**config.mk**
```make
export PLATFORM = sky130hd
export DESIGN_NAME = anemometer_period_speed_unit
export DESIGN_NICKNAME = d
export VERILOG_FILES = /design/src/rtl/core/aps_pkg.sv /design/src/rtl/core/aps_timebase.sv /design/src/rtl/core/aps_divider.sv /design/src/rtl/core/anemometer_period_speed_unit.sv
export SDC_FILE = /design/constraint.sdc
export NUM_CORES = 1
export LEC_CHECK = 0
export ABC_AREA = 0
export ABC_CLOCK_PERIOD_IN_PS = 4900
export BUFFER_PORTS_ARGS = -buffer_cell sky130_fd_sc_hd__buf_2
export CORE_UTILIZATION = 50
export DETAILED_ROUTE_END_ITERATION = 12
export PLACE_DENSITY = 0.69
export RECOVER_POWER = 100
export SLEW_MARGIN = 30
export SYNTH_ARGS = -nofsm -noshare
export SYNTH_HDL_FRONTEND = slang
export SYNTH_SLANG_ARGS = --single-unit
```
**constraint.sdc**
```tcl
create_clock -name clk -period 4.9 [get_ports clk]
set_input_delay 0.735 -clock clk [delete_from_list [all_inputs] [get_ports clk]]
set_output_delay 0.735 -clock clk [all_outputs]
set_load 0.01 [all_outputs]
```
**src/rtl/core/aps_pkg.sv**
```systemverilog
`timescale 1ns / 1ps
// ----------------------------------------------------------------------------
// aps_pkg: shared types and constants of the anemometer period speed unit
// Widths, register indexes, reset values, controller states and the
// structs that pass between the timebase, the divider and the top level.
// ----------------------------------------------------------------------------
package aps_pkg;

    localparam int TIME_W     = 32;
    localparam int SPEED_W    = 24;
    localparam int CFG_IDX_W  = 2;
    localparam int CFG_DATA_W = 32;
    localparam int DIV_CNT_W  = $clog2(SPEED_W);

    localparam logic [SPEED_W-1:0] SPEED_MAX = {SPEED_W{1'b1}};

    localparam logic [TIME_W-1:0]  TIMEOUT_RST = TIME_W'(1000000);
    localparam logic [TIME_W-1:0]  UPDATE_RST  = TIME_W'(500000);
    localparam logic [SPEED_W-1:0] SCALE_RST   = SPEED_W'(8750000);

    localparam logic [CFG_IDX_W-1:0] CFG_TIMEOUT = 2'd0;
    localparam logic [CFG_IDX_W-1:0] CFG_UPDATE  = 2'd1;
    localparam logic [CFG_IDX_W-1:0] CFG_SCALE   = 2'd2;

    typedef enum logic [1:0] {
        ST_IDLE,
        ST_DIV,
        ST_LOAD
    } ctrl_state_t;

    typedef struct packed {
        logic              report;
        logic              calm;
        logic              fresh;
        logic [TIME_W-1:0] period;
    } tick_t;

    typedef struct packed {
        logic busy;
        logic done;
    } div_stat_t;

endpackage

```
**src/rtl/core/aps_timebase.sv**
```systemverilog
`timescale 1ns / 1ps
// ----------------------------------------------------------------------------
// aps_timebase: tick bookkeeping
// Tracks time since the last edge and since the last report, the period
// between edges, the calm state and the fresh-period flag, one tick per request.
// ----------------------------------------------------------------------------
module aps_timebase
    import aps_pkg::*;
(
    input  logic              clk,
    input  logic              rst_n,
    input  logic              tick_en,
    input  logic              edge_req,
    input  logic [TIME_W-1:0] timeout_us,
    input  logic [TIME_W-1:0] update_us,
    output tick_t             tick
);

    logic [TIME_W-1:0] age_edge_reg;
    logic [TIME_W-1:0] age_edge_next;
    logic [TIME_W-1:0] age_rep_reg;
    logic [TIME_W-1:0] age_rep_next;
    logic [TIME_W-1:0] period_reg;
    logic [TIME_W-1:0] period_next;
    logic              waiting_reg;
    logic              waiting_next;
    logic              ready_reg;
    logic              ready_next;

    logic [TIME_W-1:0] since_edge;
    logic              wait_edge;
    logic              ready_edge;
    logic              report;
    logic              fresh;

    always_comb
    begin
        since_edge  = age_edge_reg;
        wait_edge   = waiting_reg;
        ready_edge  = ready_reg;
        period_next = period_reg;
        if (edge_req)
        begin
            since_edge = '0;
            if (waiting_reg)
            begin
                wait_edge = 1'b0;
            end
            else
            begin
                period_next = age_edge_reg;
                ready_edge  = 1'b1;
            end
        end

        waiting_next = wait_edge;
        if (!wait_edge && (since_edge > timeout_us))
        begin
            waiting_next = 1'b1;
        end

        report = (age_rep_reg >= update_us);
        fresh  = report && !waiting_next && ready_edge;

        ready_next    = fresh ? 1'b0 : ready_edge;
        age_edge_next = since_edge + TIME_W'(1);
        age_rep_next  = report ? TIME_W'(1) : age_rep_reg + TIME_W'(1);
    end

    assign tick.report = report;
    assign tick.calm   = waiting_next;
    assign tick.fresh  = fresh;
    assign tick.period = period_next;

    always_ff @(posedge clk or negedge rst_n)
    begin
        if (!rst_n)
        begin
            age_edge_reg <= '0;
            age_rep_reg  <= '0;
            period_reg   <= '0;
            waiting_reg  <= 1'b1;
            ready_reg    <= 1'b0;
        end
        else if (tick_en)
        begin
            age_edge_reg <= age_edge_next;
            age_rep_reg  <= age_rep_next;
            period_reg   <= period_next;
            waiting_reg  <= waiting_next;
            ready_reg    <= ready_next;
        end
    end

endmodule

```
**src/rtl/core/aps_divider.sv**
```systemverilog
`timescale 1ns / 1ps
// ----------------------------------------------------------------------------
// aps_divider: bit-serial restoring divider
// Divides the speed scale by the period, one quotient bit per cycle,
// shifting dividend bits out and quotient bits in through one register.
// ----------------------------------------------------------------------------
module aps_divider
    import aps_pkg::*;
(
    input  logic               clk,
    input  logic               rst_n,
    input  logic               start,
    input  logic [SPEED_W-1:0] dividend,
    input  logic [TIME_W-1:0]  divisor,
    output div_stat_t          stat,
    output logic [SPEED_W-1:0] quotient
);

    logic [SPEED_W-1:0]   dq_reg;
    logic [SPEED_W-1:0]   dq_next;
    logic [SPEED_W-1:0]   rem_reg;
    logic [SPEED_W-1:0]   rem_next;
    logic [TIME_W-1:0]    divisor_reg;
    logic [DIV_CNT_W-1:0] cnt_reg;
    logic [DIV_CNT_W-1:0] cnt_next;
    logic                 busy_reg;
    logic                 busy_next;
    logic                 done_reg;
    logic                 done_next;

    logic [SPEED_W-1:0]   partial;
    logic                 fits;

    always_comb
    begin
        partial = {rem_reg[SPEED_W-2:0], dq_reg[SPEED_W-1]};
        fits    = ({{(TIME_W-SPEED_W){1'b0}}, partial} >= divisor_reg);

        dq_next   = dq_reg;
        rem_next  = rem_reg;
        cnt_next  = cnt_reg;
        busy_next = busy_reg;
        done_next = 1'b0;
        if (start)
        begin
            dq_next   = dividend;
            rem_next  = '0;
            cnt_next  = '0;
            busy_next = 1'b1;
        end
        else if (busy_reg)
        begin
            dq_next  = {dq_reg[SPEED_W-2:0], fits};
            rem_next = fits ? partial - divisor_reg[SPEED_W-1:0] : partial;
            cnt_next = cnt_reg + DIV_CNT_W'(1);
            if (cnt_reg == DIV_CNT_W'(SPEED_W - 1))
            begin
                busy_next = 1'b0;
                done_next = 1'b1;
            end
        end
    end

    always_ff @(posedge clk)
    begin
        dq_reg  <= dq_next;
        rem_reg <= rem_next;
        if (start)
        begin
            divisor_reg <= divisor;
        end
    end

    always_ff @(posedge clk or negedge rst_n)
    begin
        if (!rst_n)
        begin
            cnt_reg  <= '0;
            busy_reg <= 1'b0;
            done_reg <= 1'b0;
        end
        else
        begin
            cnt_reg  <= cnt_next;
            busy_reg <= busy_next;
            done_reg <= done_next;
        end
    end

    assign stat.busy = busy_reg;
    assign stat.done = done_reg;
    assign quotient  = dq_reg;

endmodule

```
**src/rtl/core/anemometer_period_speed_unit.sv**
```systemverilog
`timescale 1ns / 1ps
// ----------------------------------------------------------------------------
// anemometer_period_speed_unit: pulse period wind speed meter
// Takes one microsecond tick per request, measures the edge period, enters
// calm after a timeout and reports a speed every update interval.
//
//   channel  | handshake            | payload
//   ---------+----------------------+---------------------------
//   in       | in_valid / in_ready  | edge_req
//   out      | out_valid / out_ready| speed, calm
//   cfg      | cfg_valid / cfg_ready| cfg_index, cfg_data
//
// A tick without a report leaves the controller idle. A report passes the
// load state, first the divide state when a fresh period is divided: the
// serial divider makes one quotient bit per cycle. The output register lets
// the next tick enter while a report waits; a full output register stalls
// a new report in the load state. Reset restores register defaults and calm.
// ----------------------------------------------------------------------------
module anemometer_period_speed_unit
    import aps_pkg::*;
(
    input  logic                  clk,
    input  logic                  rst_n,
    input  logic                  in_valid,
    output logic                  in_ready,
    input  logic                  edge_req,
    output logic                  out_valid,
    input  logic                  out_ready,
    output logic [SPEED_W-1:0]    speed,
    output logic                  calm,
    input  logic                  cfg_valid,
    output logic                  cfg_ready,
    input  logic [CFG_IDX_W-1:0]  cfg_index,
    input  logic [CFG_DATA_W-1:0] cfg_data
);

    ctrl_state_t        state_reg;
    ctrl_state_t        state_next;

    logic [TIME_W-1:0]  timeout_reg;
    logic [TIME_W-1:0]  update_reg;
    logic [SPEED_W-1:0] scale_reg;
    logic [SPEED_W-1:0] held_reg;
    logic [SPEED_W-1:0] held_next;
    logic               out_valid_reg;
    logic               out_valid_next;
    logic [SPEED_W-1:0] speed_reg;
    logic               calm_out_reg;
    logic               calm_reg;
    logic               calm_next;

    tick_t              tick;
    div_stat_t          div_stat;
    logic [SPEED_W-1:0] quotient;

    logic               accept;
    logic               div_start;
    logic               out_load;
    logic               out_free;

    assign cfg_ready = 1'b1;
    assign accept    = in_valid && in_ready;
    assign out_free  = !out_valid_reg || out_ready;

    aps_timebase u_timebase (
        .clk        (clk),
        .rst_n      (rst_n),
        .tick_en    (accept),
        .edge_req   (edge_req),
        .timeout_us (timeout_reg),
        .update_us  (update_reg),
        .tick       (tick)
    );

    aps_divider u_divider (
        .clk      (clk),
        .rst_n    (rst_n),
        .start    (div_start),
        .dividend (scale_reg),
        .divisor  (tick.period),
        .stat     (div_stat),
        .quotient (quotient)
    );

    always_comb
    begin
        state_next = state_reg;
        case (state_reg)
            ST_IDLE:
            begin
                if (accept && tick.report)
                begin
                    if (!tick.calm && tick.fresh && (tick.period != '0))
                    begin
                        state_next = ST_DIV;
                    end
                    else
                    begin
                        state_next = ST_LOAD;
                    end
                end
            end
            ST_DIV:
            begin
                if (div_stat.done)
                begin
                    state_next = ST_LOAD;
                end
            end
            ST_LOAD:
            begin
                if (out_free)
                begin
                    state_next = ST_IDLE;
                end
            end
            default:
            begin
                state_next = ST_IDLE;
            end
        endcase
    end

    always_comb
    begin
        in_ready  = 1'b0;
        div_start = 1'b0;
        out_load  = 1'b0;
        case (state_reg)
            ST_IDLE:
            begin
                in_ready  = 1'b1;
                div_start = in_valid && tick.report && !tick.calm && tick.fresh &&
                            (tick.period != '0);
            end
            ST_DIV:
            begin
            end
            ST_LOAD:
            begin
                out_load = out_free;
            end
            default:
            begin
            end
        endcase
    end

    always_comb
    begin
        held_next = held_reg;
        calm_next = calm_reg;
        if (accept && tick.report)
        begin
            calm_next = tick.calm;
            if (tick.calm)
            begin
                held_next = '0;
            end
            else if (tick.fresh && (tick.period == '0))
            begin
                held_next = SPEED_MAX;
            end
        end
        else if ((state_reg == ST_DIV) && div_stat.done)
        begin
            held_next = quotient;
        end

        out_valid_next = out_valid_reg;
        if (out_load)
        begin
            out_valid_next = 1'b1;
        end
        else if (out_ready)
        begin
            out_valid_next = 1'b0;
        end
    end

    always_ff @(posedge clk or negedge rst_n)
    begin
        if (!rst_n)
        begin
            state_reg     <= ST_IDLE;
            timeout_reg   <= TIMEOUT_RST;
            update_reg    <= UPDATE_RST;
            scale_reg     <= SCALE_RST;
            held_reg      <= '0;
            calm_reg      <= 1'b1;
            out_valid_reg <= 1'b0;
        end
        else
        begin
            state_reg     <= state_next;
            held_reg      <= held_next;
            calm_reg      <= calm_next;
            out_valid_reg <= out_valid_next;
            if (cfg_valid && cfg_ready)
            begin
                case (cfg_index)
                    CFG_TIMEOUT: timeout_reg <= cfg_data;
                    CFG_UPDATE:  update_reg  <= cfg_data;
                    CFG_SCALE:   scale_reg   <= cfg_data[SPEED_W-1:0];
                    default:     ;
                endcase
            end
        end
    end

    always_ff @(posedge clk)
    begin
        if (out_load)
        begin
            speed_reg    <= held_reg;
            calm_out_reg <= calm_reg;
        end
    end

    assign out_valid = out_valid_reg;
    assign speed     = speed_reg;
    assign calm      = calm_out_reg;

    a_start_on_request: assert property (@(posedge clk) disable iff (!rst_n)
        div_start |-> accept)
        else $error("divider started without an accepted request");

    a_busy_blocks_input: assert property (@(posedge clk) disable iff (!rst_n)
        div_stat.busy |-> !in_ready)
        else $error("input ready while divider busy");

    a_calm_zero_speed: assert property (@(posedge clk) disable iff (!rst_n)
        (out_valid && calm) |-> (speed == '0))
        else $error("calm report with nonzero speed");

    a_done_in_div: assert property (@(posedge clk) disable iff (!rst_n)
        div_stat.done |-> (state_reg == ST_DIV))
        else $error("divider result outside divide state");

endmodule

```
==> qor.yml <==
critical_path:
  critPathMaxStageDelay_ns: 0.85
  rr_worst_depth: 10
  cp.buffers_inverters: 1
  cp-end-kind: "flop"
  path_cells: "inv_1, ha_1, nand2_1, o21ai_0, o21ai_0, a311oi_1, nor4_1, nor2_1, and4_4, or2_1"
  crit_family: "simple AND/OR/NAND/NOR gates"
  r2r-start: "update_reg[15]"
  rrSetupSlack_ns: 0.69
  path_class: "flop to flop"
  cp_max_fo: 26
  crit_top_cell: "o21ai_0"
  required_ns: 5.06
  cp.arrival_ns: 4.37
  r2r_end: "u_divider.quotient[14]"
  crit_slowest_cell: "or2_1"
  setup.worst_path.start_class: "flop"
die:
  coreArea_mm2: 0.0319
  ios: 68
  die-area_mm2: 0.0335
  num_rows: 65
  initial_core_util_pct: 51.4
  dieHeight_um: 183
  die_width_um: 183
synth:
  yosysUniqueCellTypes: 65
  synth_edf_count: 81
  synth_cells: 1487
  syn_area_mm2: 0.0164
  ys_warn_count: 0
  ys_ff_latch: 325
  synth_nets: 1618
  async_flop_share_pct: 68.0
  seq_area_frac_synth_pct: 51.6
  syn_area_per_cell_um2: 11.0
  synthFlopType: "dfrtp_1"
placement:
  place_congestion: 0.853
  portBuffers: 66
  hpwl_um: 24300
grt:
  grt_pass1_vias: 11200
  grt_usage_pct: 21.5
  antenna_found_initial: 0
  grt_pass1_wl_um: 57900
  grt_start_max_net_pins: 92
  gr-total-overflow: 0
finish:
  n_antenna_cell: 0
  final_cell_mix: "dfrtp_1, mux2_2, nand2_1, inv_1, nor2_1"
  area_delta_synth_final_pct: 11.3
  final_common_cell: "dfrtp_1"
  fillCellCount: 2742
  drive_above_1_share_pct: 19.1
  nNetsFinal: 1681
clock_tree:
  ctsRootBufferMaster: "clkbuf_16"
  clk_pin_slew_ns: 0.06
  cts_buffers: 37
  clk_path_buf_depth: 3
  cts_hold_buffers: 0
  insertion_delay_ns: 0.54
  cts.htree.levels: 2
  cts.sinks: 325
  cts_tree: "yes"
  cts_setup_buffers: 0
  cts.repair.resized: 0
pwr:
  p_leak_nw: 7.93
  peakVddDrop_uv: 204
  power_density_mw_per_mm2: 363
drt:
  drc_errors: 0
  routed_wl_um: 34900
  vias_per_cell: 5.67
  vias: 11400
  ant_nets: 0
  wire_per_inst_um: 17.3
  dr.first_iter.drc_count: 732
  dr.pass1.iters: 5
min_path:
  min_from: "cfg_data[28]"
  whs_path_depth: 3
  hold_path.class: "input port to flop"
  hold_end: "timeout_reg[28]"
status:
  violations: "capacitance limit, slew limit"
  status: "complete, but fails checks"
sta:
  period_needed_ns: 4.21
  rsz0062_at_grt: "no"
  fin_crit_sh_pct: 86.0
  finalHoldViolCount: 0
  finalSetupTns_ns: 0
  setup_viol: 0
  tightest_slew_ns: 2.36
  drv_slew: 247
  slew_headroom_pct: -57.6
  skew_ns: 0.0204
  fmax_ghz: 0.237
  whs_ns: 0.426
run:
  maxCapViolCount: 5
-- synth_stat cells (3+ instances only) --
| master | instances | area [um^2] |
|---|---|---|
| o221a_2 | 24 | 270 |
| buf_2 | 6 | 30.0 |
| buf_1 | 3 | 11.3 |
| a21o_1 | 12 | 90.1 |
| o21a_1 | 7 | 52.6 |
| inv_1 | 104 | 390 |
| dfxtp_1 | 23 | 460 |
| nor2_1 | 91 | 342 |
| clkbuf_1 | 44 | 165 |
| nand3b_1 | 4 | 30.0 |
| o31a_1 | 4 | 35.0 |
| xnor2_1 | 20 | 175 |
| a211oi_1 | 19 | 143 |
| and2_1 | 3 | 18.8 |
| nand3_1 | 45 | 225 |
| ha_1 | 90 | 1130 |
| nor4_1 | 25 | 156 |
| a311oi_1 | 5 | 43.8 |
| or3_1 | 6 | 37.5 |
| dfstp_2 | 25 | 657 |
| dfrtp_1 | 196 | 4900 |
| or2_2 | 5 | 31.3 |
| o31ai_1 | 3 | 22.5 |
| and3_1 | 17 | 106 |
| xor2_1 | 43 | 377 |
| and4_1 | 6 | 52.6 |
| nor2b_1 | 37 | 231 |
| nand4_1 | 25 | 156 |
| mux2i_1 | 15 | 150 |
| a211oi_2 | 3 | 37.5 |
| nand2b_1 | 14 | 87.6 |
| nor3_1 | 25 | 125 |
| or4_1 | 3 | 22.5 |
| o21ai_0 | 82 | 410 |
| edfxtp_1 | 81 | 2430 |
| a21oi_1 | 57 | 285 |
| mux2_2 | 146 | 1640 |
| nand2_1 | 124 | 465 |
| a31oi_1 | 7 | 43.8 |
| buf_6 | 3 | 33.8 |
-- metal layers --
layer	up-vias	part of all wire, %	track usage (%)
li1	5450	-	-
met1	5698	49	31.2
met2	215	45	34.1
met3	59	3.9	2.84
met4	0	1.9	5.73
met5	-	0	0
-- how the worst max path moves through the flow --
stage	start	endpoint	depth (start not counted)
3_5_place_dp	edge_req	u_divider.quotient[17]	10
2_1_floorplan	edge_req	u_divider.divisor_reg[0]	14
3_3_place_gp	edge_req	u_divider.quotient[14]	11
4_1_cts	update_reg[13]	held_reg[2]	11
6_report	update_reg[15]	u_divider.quotient[14]	10
5_1_grt	update_reg[13]	u_divider.quotient[14]	10
-- cell type report --
| type | instances | area, um^2 | area share, % |
|---|---|---|---|
| Multi-Input combinational cell | 999 | 7280 | 39.9 |
| Timing Repair Buffer | 82 | 405 | 2.22 |
| Clock inverter | 18 | 190 | 1.04 |
| Tap cell | 435 | 544 | 2.98 |
| Inverter | 105 | 394 | 2.16 |
| Clock buffer | 50 | 985 | 5.39 |
| Sequential cell | 325 | 8450 | 46.3 |
-- metrics by stage --
stage	setup slack [ns]	total power, mW	util (%)	cells	cell area, um^2
after floorplan	0.214	3.76	-	1487	16400
after global placement	0.699	3.96	53.9	1944	17200
after detailed placement	0.646	4.01	53.9	1945	17200
after CTS	1.12	6.69	57.6	2013	18400
after global routing	0.428	6.94	57.3	2014	18300
final	0.688	6.63	57.3	2014	18300
-- power breakdown --
| part | internal [mW] | switching (mW) |
|---|---|---|
| Combinational | 0.363 | 0.463 |
| Sequential | 2.99 | 0.144 |
| Clock | 1.54 | 1.12 |
| Total | 4.90 | 1.73 |
-- cells by family (layout without fill, tap and decap cells) --
family / count (synthesis) / in the layout / synth area share [%]
AND/OR/NAND/NOR: 436 / 436 / 13.1
XOR/XNOR: 63 / 63 / 3.37
adder cells (fa/ha/maj): 91 / 91 / 6.99
AO/OA/AOI/OAI: 247 / 247 / 10.1
flip-flops: 325 / 325 / 51.6
multiplexers: 161 / 161 / 10.9
buffers and inverters: 163 / 255 / 3.96
other: 1 / 1 / 0.0229
-- worst min-delay path, delay by kind of cell --
| family | cells | cell delay, ns |
|---|---|---|
| and+or+nand+nor | 1 | 0.04 |
| AOI/OAI and AO/OA | 1 | 0.06 |
| buffers and inverters | 1 | 0.09 |
Note: power is estimated with default switching activity, not from simulation.
